<file path="src/rtl/binary_opening_3x3_mask_assert.svh">
// Assertion macros for the binary opening block.
// Used by the top level and the output buffer; no other dependencies.
`ifndef BINARY_OPENING_3X3_MASK_ASSERT_SVH
`define BINARY_OPENING_3X3_MASK_ASSERT_SVH
`ifndef SYNTHESIS
`define BO3M_ASSERT(lbl, clk, rst_n, prop, msg) \
    lbl: assert property (@(posedge clk) disable iff (!rst_n) (prop)) else $error(msg);
`define BO3M_ASSERT_IMP(lbl, clk, rst_n, cond, prop, msg) \
    lbl: assert property (@(posedge clk) disable iff (!rst_n) (cond) |-> (prop)) \
        else $error(msg);
`else
`define BO3M_ASSERT(lbl, clk, rst_n, prop, msg)
`define BO3M_ASSERT_IMP(lbl, clk, rst_n, cond, prop, msg)
`endif
`endif

</file>
<file path="src/rtl/bo3m_skid.sv">
// Two-entry output buffer that decouples the result stream from the input side.
// Depends on the assertion macro header.
`include "binary_opening_3x3_mask_assert.svh"

module bo3m_skid #(
    parameter int DATA_W = 17
) (
    input  logic              i_clk,
    input  logic              i_rst_n,
    input  logic              i_push,
    input  logic [DATA_W-1:0] i_data,
    output logic              o_ready,
    output logic              o_valid,
    output logic [DATA_W-1:0] o_data,
    input  logic              i_ready
);

    logic [1:0]        r_cnt;
    logic [1:0]        n_cnt;
    logic [DATA_W-1:0] r_q0;
    logic [DATA_W-1:0] r_q1;
    logic              w_pop;

    always_comb begin
        w_pop = (r_cnt != 2'd0) && i_ready;
        n_cnt = r_cnt + 2'(i_push) - 2'(w_pop);
    end

    always_ff @(posedge i_clk) begin
        if (!i_rst_n) begin
            r_cnt <= 2'd0;
        end else begin
            r_cnt <= n_cnt;
        end
    end

    always_ff @(posedge i_clk) begin
        if (w_pop) begin
            if (r_cnt == 2'd2) begin
                r_q0 <= r_q1;
                if (i_push) begin
                    r_q1 <= i_data;
                end
            end else if (i_push) begin
                r_q0 <= i_data;
            end
        end else if (i_push) begin
            if (r_cnt == 2'd0) begin
                r_q0 <= i_data;
            end else begin
                r_q1 <= i_data;
            end
        end
    end

    assign o_ready = (r_cnt != 2'd2);
    assign o_valid = (r_cnt != 2'd0);
    assign o_data  = r_q0;

    `BO3M_ASSERT_IMP(a_no_overflow, i_clk, i_rst_n, r_cnt == 2'd2, !i_push, "push into full buffer")

endmodule
</file>
<file path="config.mk">
export PLATFORM = sky130hd
export DESIGN_NAME = bo3m_skid
export DESIGN_NICKNAME = d
export VERILOG_FILES = /design/src/rtl/bo3m_skid.sv
export VERILOG_INCLUDE_DIRS = /design/src /design/src/rtl
export SDC_FILE = /design/constraint.sdc
export NUM_CORES = 1
export LEC_CHECK = 0
export BUFFER_PORTS_ARGS = -buffer_cell sky130_fd_sc_hd__clkbuf_2
export CAP_MARGIN = 40
export CORE_AREA = 2 2 55 57
export CTS_CLUSTER_DIAMETER = 80
export DETAILED_ROUTE_END_ITERATION = 12
export DIE_AREA = 0 0 57 59
export GPL_TIMING_DRIVEN = 0
export PLACE_DENSITY = 0.79
export REMOVE_ABC_BUFFERS = 1
export SETUP_SLACK_MARGIN = 0.3
export SYNTH_ARGS = -nofsm -noshare
export SYNTH_HDL_FRONTEND = slang
export SYNTH_SLANG_ARGS = --single-unit
</file>
<file path="constraint.sdc">
create_clock -name i_clk -period 3.75 [get_ports i_clk]
set_clock_uncertainty 0.15 [all_clocks]
set_input_delay 0.75 -clock i_clk [delete_from_list [all_inputs] [get_ports i_clk]]
set_output_delay 0.75 -clock i_clk [all_outputs]
set_load 0.005 [all_outputs]
</file>
==> results of run 1 <==
==> area by class of cell <==
cell class / instances / area, um^2 / area share [%]
Timing Repair Buffer: 40 / 206.4 / 11.98
Multi-Input combinational cell: 32 / 336.6 / 19.54
Tap cell: 31 / 38.79 / 2.251
Inverter: 1 / 3.754 / 0.2179
Clock inverter: 2 / 35.03 / 2.033
Clock buffer: 6 / 41.29 / 2.397
Sequential cell: 36 / 1061 / 61.58
==> critical path, cell delays in order, from the launching register on <==
cell      delay, ps
dfxtp_1         390
or2_2           310
clkbuf_2        120
==> cells in the final DEF (no fill, tap or decap), types with 2 or more instances in the layout <==
cell	count
edfxtp_1	34
clkbuf_2	39
clkbuf_4	5
mux2_2	8
nand2_1	4
dfxtp_1	2
mux2_4	9
mux2i_1	2
==> how the worst max path moves through the flow <==
stage / slack, ps / depth (start not counted) / to / start
finish: 1720 / 2 / o_valid / r_cnt[1]
global route: 1670 / 2 / o_valid / r_cnt[1]
CTS: 1700 / 2 / o_valid / r_cnt[1]
detailed placement: 1540 / 3 / r_q1[11] / i_ready
global placement: 330 / 3 / o_data[9] / i_ready
floorplan: 1130 / 2 / o_data[0] / i_ready
==> per-stage QoR <==
step	setup slack [ps]	cells	hold slack [ps]	total power, mW	cell area [um^2]
5_1_grt	1667	148	422.2	0.8520	1723
4_1_cts	1703	148	412.6	0.8265	1723
2_1_floorplan	1131	69	374.8	0.5238	1398
3_5_place_dp	1535	140	386.4	0.5675	1647
3_3_place_gp	329.9	139	379.5	0.5602	1632
6_report	1717	148	408.8	0.8180	1723
==> power groups by stage <==
stage | logic [mW] | clock network [mW] | registers [mW]
6_report | 0.0745 | 0.262 | 0.481
4_1_cts | 0.0765 | 0.268 | 0.482
3_3_place_gp | 0.0696 | 0 | 0.491
2_1_floorplan | 0.0315 | 0 | 0.492
5_1_grt | 0.0827 | 0.285 | 0.484
3_5_place_dp | 0.0763 | 0 | 0.491
==> registers in the layout, summed over array words and instances, names as in the netlist <==
| signal | count |
|---|---|
| r_q1 | 17 |
| r_cnt | 2 |
| o_data | 17 |
==> cell families (layout without fill, tap and decap cells) <==
family,count (synthesis),in the layout
buffers and inverters,2,49
AND/OR/NAND/NOR,9,9
adder cells (fa/ha/maj),1,1
flip-flops,36,36
multiplexers,19,19
AO/OA/AOI/OAI,3,3
==> per-layer routing <==
metal	track usage [%]	share of wire, %
met5	0	0
met4	5.980	0.63
met3	4.803	7.3
met2	24.47	51
met1	17.41	41
==> metrics.txt, run 1 <==
largest net degree at the start of global routing 19; XOR/XNOR Fraction of Synth Area 0%; Clk pwr share between 30% and 40%; postcts setup bufs 0; Max-slew headroom 47.83%; Final Util 63.57%; Reg power frac 58.8%; Async SR Flop Fraction 0%; clk sink count 36; RSZ-0062 raised after global routing false; Post-Synth Simple-Gate Area 4.085%; Vias/cell 5.149; # port buffers 39; most frequent cell after synthesis edfxtp_1; CTS resizes 0; Tmin final 2033 ps; final critical-path share of the clock period 54.20%; CTS Buf Count 5; number of global-route vias before repair 764; worst reg2reg path depth 2; Post-Route Setup TNS 0 ps; Synth top area share 72.47%; number of diodes 0; hold_sp r_q1[0]; worst hold stages 1; PwrDens 474.8 nW/um^2; Worst-path clk slew approximately 100 ps; DRC errors left 0; Data arrival, critical path 1130 ps; initial antenna violation count 0; Mapped Area around 1400 um^2; share of post-route cells with drive strength above 1 between 50% and 60%; post-synth cell types 16; worst vdd ir about 0.31 mV; Total GRT Usage around 15%; routed len/inst 15.07 um; Filler Cells Inserted 216; Post-DRT Antenna Nets 0; worst setup path category reg2out; Worst setup EP type primary output; io pins 40; area leader, netlist edfxtp_1; sw power roughly 0.17 mW; most frequent cells after synthesis edfxtp_1 (34), mux2_4 (9), mux2_2 (8), nand2_1 (4); Critical Path RT 2850 ps; Pint 0.6507 mW; max-slew violation count 0; Fin. Hold Viols 0; register-to-register path setup slack 1940 ps; Synth Register Bits 36; static leakage approximately 0.71 nW; # rows 19; Clock Latency Late Sink 320 ps; drt pass-1 iters 4; CP max FO 5; Placeable Area 2710 um^2; top cells by area, synth edfxtp_1 (72%), mux2_4 (9.6%), mux2_2 (6.4%), dfxtp_1 (2.8%), mux2i_1 (1.4%); CTS H-Tree Depth 2; Mapped Cells 70; Top FF cell, synth edfxtp_1; CTS tree built; total grt overflow 0; final setup fails 0; area share of fa/ha/maj cells after synthesis less than 1%; power share of the combinational group 9.1%; status complete, no violations; drt total wl 2230 um; Die Y 59 um; r2r startpoint r_cnt[1]; root buffer cell clkbuf_4; Initial DRC Count 17; Max Freq 492.0 MHz; hold buffers post-CTS 0; hold endpoint o_data[0]; first-pass GRT wire length 3588 um; register area share after synthesis between 70% and 80%; multiplexer share of the synthesized area 17.41%; max cap viols 0; DP Wirelength 1602 um; Nets between 100 and 150; Worst setup SP type flip-flop; Tightest Hold Check Type reg2reg; area grow syn2layout 22.29%; Crit Reg-Reg Endpoint r_q1[15]; Starting Density 51.99%; DR vias ~760; Sw Share 20.45%; Longest Clk Path Bufs 2; Worst-Margin Slew 782.6 ps; Die X-Extent 57 um; Compound-Gate Fraction of Synth Area 1.243%; gpl congestion 0.6206; largest family of logic cells by synthesized area multiplexers; Die Area 3363 um^2; Synthesis Warnings 0; Avg Inst Size Synth a little over 20 um^2; EDFF count, synth 34
Note: power is estimated with default switching activity, not from simulation.
==> run 2: changes to the inputs <==
CORE_AREA = 2 2 59 61   (was 2 2 55 57)
DIE_AREA = 0 0 61 63   (was 0 0 57 59)
PLACE_DENSITY = 0.72   (was 0.79)
clock period = 1.6 ns   (was 3.75 ns; I/O delays follow)
==> run 2 against run 1 <==
- power grew 120%
- sequential power grew 130%
- critical path depth grew 2
- sequential share of layout area shrank 6.0 points
- first-iteration DRC count shrank 5.9%
- design area grew 12%
- critical endpoint is now o_data[11]
- highest routed layer unchanged
==> metrics.txt, run 2 (synthesis gave the netlist of run 1 again) <==
Reg power frac 62.7% (was 58.8%); PwrDens 933.7 nW/um^2 (was 474.8 nW/um^2); Die Area 3843 um^2 (was 3363 um^2); Placeable Area 3232 um^2 (was 2710 um^2); Pint 1.394 mW (was 0.6507 mW); CP max FO 5 (unchanged); drt pass-1 iters 4 (unchanged); clk sink count 36 (unchanged); Max Freq roughly 660 MHz; final critical-path share of the clock period between 90% and 100%; hold endpoint r_q1[2] (was o_data[0]); Clock Latency Late Sink 330 ps (was 320 ps); Worst-Margin Slew 215.8 ps (was 782.6 ps); Worst-path clk slew 100 ps (about the same); M1 WL 961 um (was 905 um); Post-DRT Antenna Nets 0 (unchanged); most common cell after layout, fill and taps aside clkbuf_2 (unchanged); Tightest Hold Check Type in2reg (was reg2reg); share of post-route cells with drive strength above 1 64.84% (was 57.26%); Vias/cell 4.678 (was 5.149); Worst setup EP type flip-flop (was primary output); met3 WL post-DR 129 um (was 163 um); final setup fails 0 (unchanged); Top Layer Used met4 (unchanged); Critical Path RT 1540 ps (was 2850 ps); Die X-Extent 61 um (was 57 um); initial antenna violation count 0 (unchanged); CTS Buf Count 5 (unchanged); register-to-register path setup slack 90 ps (was 1940 ps); root buffer cell clkbuf_4 (unchanged); io pins 40 (unchanged); area grow syn2layout 36.41% (was 22.29%); gpl congestion 0.6792 (was 0.6206); # port buffers 39 (unchanged); Data arrival, critical path 1450 ps (was 1130 ps); Die Y 63 um (was 59 um); worst setup path start r_cnt[0] (was r_cnt[1]); DRC errors left 0 (unchanged); sw power 0.4005 mW (was 0.1673 mW); Sw Share 22.32% (was 20.45%); CTS tree built (unchanged); max-slew violation count 0 (unchanged); hold_sp i_data[2] (was r_q1[0]); most frequent cells in the layout clkbuf_2 (38), edfxtp_1 (34), mux2_4 (16) (was clkbuf_2 (39), edfxtp_1 (34), mux2_4 (9)); Tmin final 1509 ps; Longest Clk Path Bufs 2 (unchanged); # rows 21 (was 19); met2 routed WL 1259 um (was 1146 um); status complete, no violations (unchanged); worst reg2reg path depth 4 (was 2); Fin. Hold Viols 0 (unchanged); CTS H-Tree Depth 2 (unchanged); Clk pwr share 24.7% (was 32.0%); Tot Pwr 1.794 mW (was 0.8180 mW); Worst setup SP type flip-flop (unchanged); Nets 149 (was 138); static leakage 0.8218 nW (was 0.7145 nW); power share of the combinational group 12.6% (was 9.1%); number of global-route vias before repair 820 (was 764); Starting Density 43.59% (was 51.99%); RSZ-0062 raised after global routing true (was false); Final Util 59.47% (was 63.57%); Crit Reg-Reg Endpoint o_data[11] (was r_q1[15]); largest net degree at the start of global routing 18 (was 19); Initial DRC Count 16 (was 17); r2r startpoint r_cnt[0] (was r_cnt[1]); first-pass GRT wire length 3843 um (was 3588 um); routed len/inst 13.82 um (was 15.07 um); worst hold stages 1 (unchanged); total grt overflow 0 (unchanged); worst setup path category reg2reg (was reg2out); DR vias 814 (was 762); Total GRT Usage 14.30% (was 14.55%); number of diodes 0 (unchanged); drt total wl 2404 um (was 2230 um); worst vdd ir 0.5455 mV (was 0.3121 mV); max cap viols 0 (unchanged); DP Wirelength 1568 um (was 1602 um); Max-slew headroom 85.33% (was 47.83%)
[run 2: changes by cell type in the layout (fill, tap and decap cells not counted), moves of 2 or more]
cell	before	now
buf_12	0	2
buf_4	0	3
dfxtp_1	2	0
dfxtp_4	0	2
dlygate4sd3_1	0	3
mux2_2	8	1
mux2_4	9	16
[run 2: through the flow]
stage          TNS [ps]  setup WS [ps]  hold slack, ps  cells  instance area, um^2
2_1_floorplan    -12100         -711.6           268.9     69                 1398
3_3_place_gp     -26050          -1360           364.9    154                 1650
6_report              0          91.23           26.10    174                 1922
5_1_grt               0          37.29          0.2576    174                 1922
4_1_cts               0          65.71           4.051    168                 1795
3_5_place_dp      -4699         -212.4           366.1    155                 1665
[run 2: power groups by stage]
stage / clock [mW] / sequential, mW / combinational [mW]
after detailed placement: 0 / 1.15 / 0.180
after global placement: 0 / 1.15 / 0.164
after global routing: 0.511 / 1.13 / 0.251
after floorplan: 0 / 1.15 / 0.0739
final: 0.444 / 1.12 / 0.226
after CTS: 0.471 / 1.13 / 0.199
[run 2: layer usage]
metal / track usage (%) / up-vias
met4: 8.152 / 0
met1: 17.05 / 389
met5: 0 / -
li1: - / 386
met2: 22.18 / 31
met3: 4.555 / 8
[run 2: critical path, cell delays in order (launching register included)]
cell       delay (ps)
dfxtp_4           370
inv_2             110
nand3_4           160
clkbuf_16         200
mux2_4            290
[run 2: worst max path at each step]
stage	to	slack, ps	cells after the start
6_report	o_data[11]	90	4
5_1_grt	o_data[14]	40	4
4_1_cts	o_valid	70	2
3_5_place_dp	r_q1[12]	-210	2
3_3_place_gp	o_data[13]	-1360	3
2_1_floorplan	o_data[0]	-710	2
[run 2: area by class of cell]
| type | count | area [um^2] |
|---|---|---|
| clock inverters | 3 | 13.76 |
| inverters | 1 | 3.754 |
| well taps | 46 | 57.56 |
| multi-input cells | 32 | 390.4 |
| clock buffers | 5 | 37.54 |
| repair buffers | 51 | 350.3 |
| flip-flops and latches | 36 | 1069 |
| fillers | 263 | 1310 |
[run 2: timing repair]
item,in CTS,in global routing
gates resized for setup,6,19
setup endpoints to repair,68,72
hold endpoints to repair,0,3
pin swaps,2,3
buffers inserted,5,2
gates cloned,0,1
hold buffers,0,3
==> run 3: changes to the inputs <==
MAX_ROUTING_LAYER = met4   (was unset)
==> run 3 against run 2 <==
- maximum frequency is essentially flat
- register-to-register slack hardly changed
- setup slack barely moved
- via count is 0.49% higher
- combinational power about the same
- non-clock buffer count stayed put
- highest routed layer unchanged
- sequential share of layout area stayed put
- critical endpoint unchanged
- critical path type unchanged
- first-iteration DRC count fell by 13%
- die area is the same
==> metrics.txt, run 3 (synthesis gave the netlist of run 1 again) <==
most frequent cells in the layout clkbuf_2 (38), edfxtp_1 (34), mux2_4 (16) (unchanged); crit-path cells inv_2 > nand3_4 > clkbuf_16 > mux2_4 (unchanged); DRC errors left 0 (unchanged); area grow syn2layout 36.41% (unchanged); Die X-Extent 61 um (unchanged); Crit path max-delay family flip-flops (unchanged); DP Wirelength 1568 um (unchanged); CP endpoint o_data[11] (unchanged); Worst setup EP type flip-flop (unchanged); Die Y 63 um (unchanged); Critical Path RT 1540 ps (about the same); clk sink count 36 (unchanged); Max-slew headroom 85.33% (unchanged); Nets 149 (unchanged); Longest Clk Path Bufs 2 (unchanged); Worst-path clk slew 100 ps (about the same); largest net degree at the start of global routing 18 (unchanged); io pins 40 (unchanged); critical path's slowest cell dfxtp_4 (unchanged); final critical-path share of the clock period 94.27% (was 94.30%); Starting Density 43.59% (unchanged); worst setup path category reg2reg (unchanged); CTS tree built (unchanged); RSZ-0062 raised after global routing true (unchanged); register-to-register path setup slack 90 ps (about the same); Worst-Margin Slew 215.8 ps (about the same); CP max FO 5 (unchanged); # port buffers 39 (unchanged); share of post-route cells with drive strength above 1 64.84% (unchanged); Fin. Hold Viols 0 (unchanged); CP Depth 4 (unchanged); Clock Latency Late Sink 330 ps (about the same); Initial DRC Count 14 (was 16); r2r startpoint r_cnt[0] (unchanged); total grt overflow 0 (unchanged); Tmin final 1508 ps (was 1509 ps); gpl congestion 0.6860 (was 0.6792); WP buf/inv 2 (unchanged); Placeable Area 3232 um^2 (unchanged); Crit path largest cell delay 360 ps (was 370 ps); number of global-route vias before repair 824 (was 820); Data arrival, critical path 1450 ps (about the same); status complete, no violations (unchanged); most common cell after layout, fill and taps aside clkbuf_2 (unchanged); final setup fails 0 (unchanged); worst setup path start r_cnt[0] (unchanged); drt total wl 2399 um (was 2404 um); number of diodes 0 (unchanged); worst reg2reg path depth 4 (unchanged); max cap viols 0 (unchanged); Post-Route Setup TNS 0 ps (unchanged); Vias/cell 4.701 (was 4.678); Crit Reg-Reg Endpoint o_data[11] (unchanged); DR vias 818 (was 814); routed len/inst 13.79 um (was 13.82 um); first-pass GRT wire length 3815 um (was 3843 um); drt pass-1 iters 4 (unchanged); initial antenna violation count 0 (unchanged); Total GRT Usage 14.60% (was 14.30%); worst vdd ir 0.5454 mV (was 0.5455 mV); max-slew violation count 0 (unchanged); Post-DRT Antenna Nets 0 (unchanged); Die Area 3843 um^2 (unchanged); static leakage 0.8218 nW (unchanged); CTS Buf Count 5 (unchanged); Worst setup SP type flip-flop (unchanged); Max Freq 663.0 MHz (was 662.8 MHz); WHS 26.30 ps (was 26.10 ps); root buffer cell clkbuf_4 (unchanged); Tightest Hold Check Type in2reg (unchanged); # rows 21 (unchanged); CTS H-Tree Depth 2 (unchanged); PwrDens 933.6 nW/um^2 (was 933.7 nW/um^2)
## run 3: cell counts in the layout (fill, tap and decap cells not counted)
Identical to the previous run, type by type.
## run 3: how the worst min path moves through the flow
stage / startpoint / endpoint / slack (ps) / cells after the start
5_1_grt: i_data[4] / r_q1[4] / 0.3 / 1
3_3_place_gp: i_data[2] / r_q1[2] / 360 / 1
3_5_place_dp: i_data[2] / r_q1[2] / 370 / 1
6_report: i_data[2] / r_q1[2] / 30 / 1
2_1_floorplan: i_data[0] / r_q1[0] / 270 / 0
4_1_cts: i_data[2] / r_q1[2] / 4 / 1
## run 3: power breakdown
part           leakage (nW)  switching, mW  internal, mW
sequential            0.341         0.0169          1.11
clock                0.0324          0.283         0.161
combinational         0.448          0.101         0.126
total                 0.822          0.400          1.39
## run 3: what timing repair did
action                     CTS  global route
pin swaps                    2             3
resized for setup            6            19
hold buffers                 0             3
hold endpoints to repair     0             3
setup endpoints to repair   68            72
gates cloned                 0             1
buffers inserted             5             2
## run 3: stage by stage
step           utilization (%)  cell area, um^2  worst slack, ps  power, mW  std cells
3_3_place_gp             51.06             1650            -1360      1.313        154
4_1_cts                  55.56             1795            65.71      1.797        168
3_5_place_dp             51.53             1665           -212.4      1.330        155
2_1_floorplan                -             1398           -711.6      1.228         69
5_1_grt                  59.47             1922            41.05      1.892        174
6_report                 59.47             1922            91.60      1.794        174
## run 3: area by class of cell
class / instances / area, um^2
tap: 46 / 57.56
inverter: 1 / 3.754
fill: 263 / 1310
clock buffer: 5 / 37.54
sequential: 36 / 1069
clock inverter: 3 / 13.76
timing repair buffer: 51 / 350.3
multi-input combinational: 32 / 390.4
## run 3: routing by layer
metal	GRT usage, %	routed length [um]	up-vias
met5	-	0	-
met2	21.77	1265	31
met4	8.152	44	0
met1	17.19	960	395
met3	4.555	129	6
li1	-	-	386
## run 3: worst register-to-register path: stages (launching register included)
cell,delay [ps]
dfxtp_4,360
inv_2,110
nand3_4,160
clkbuf_16,200
mux2_4,290
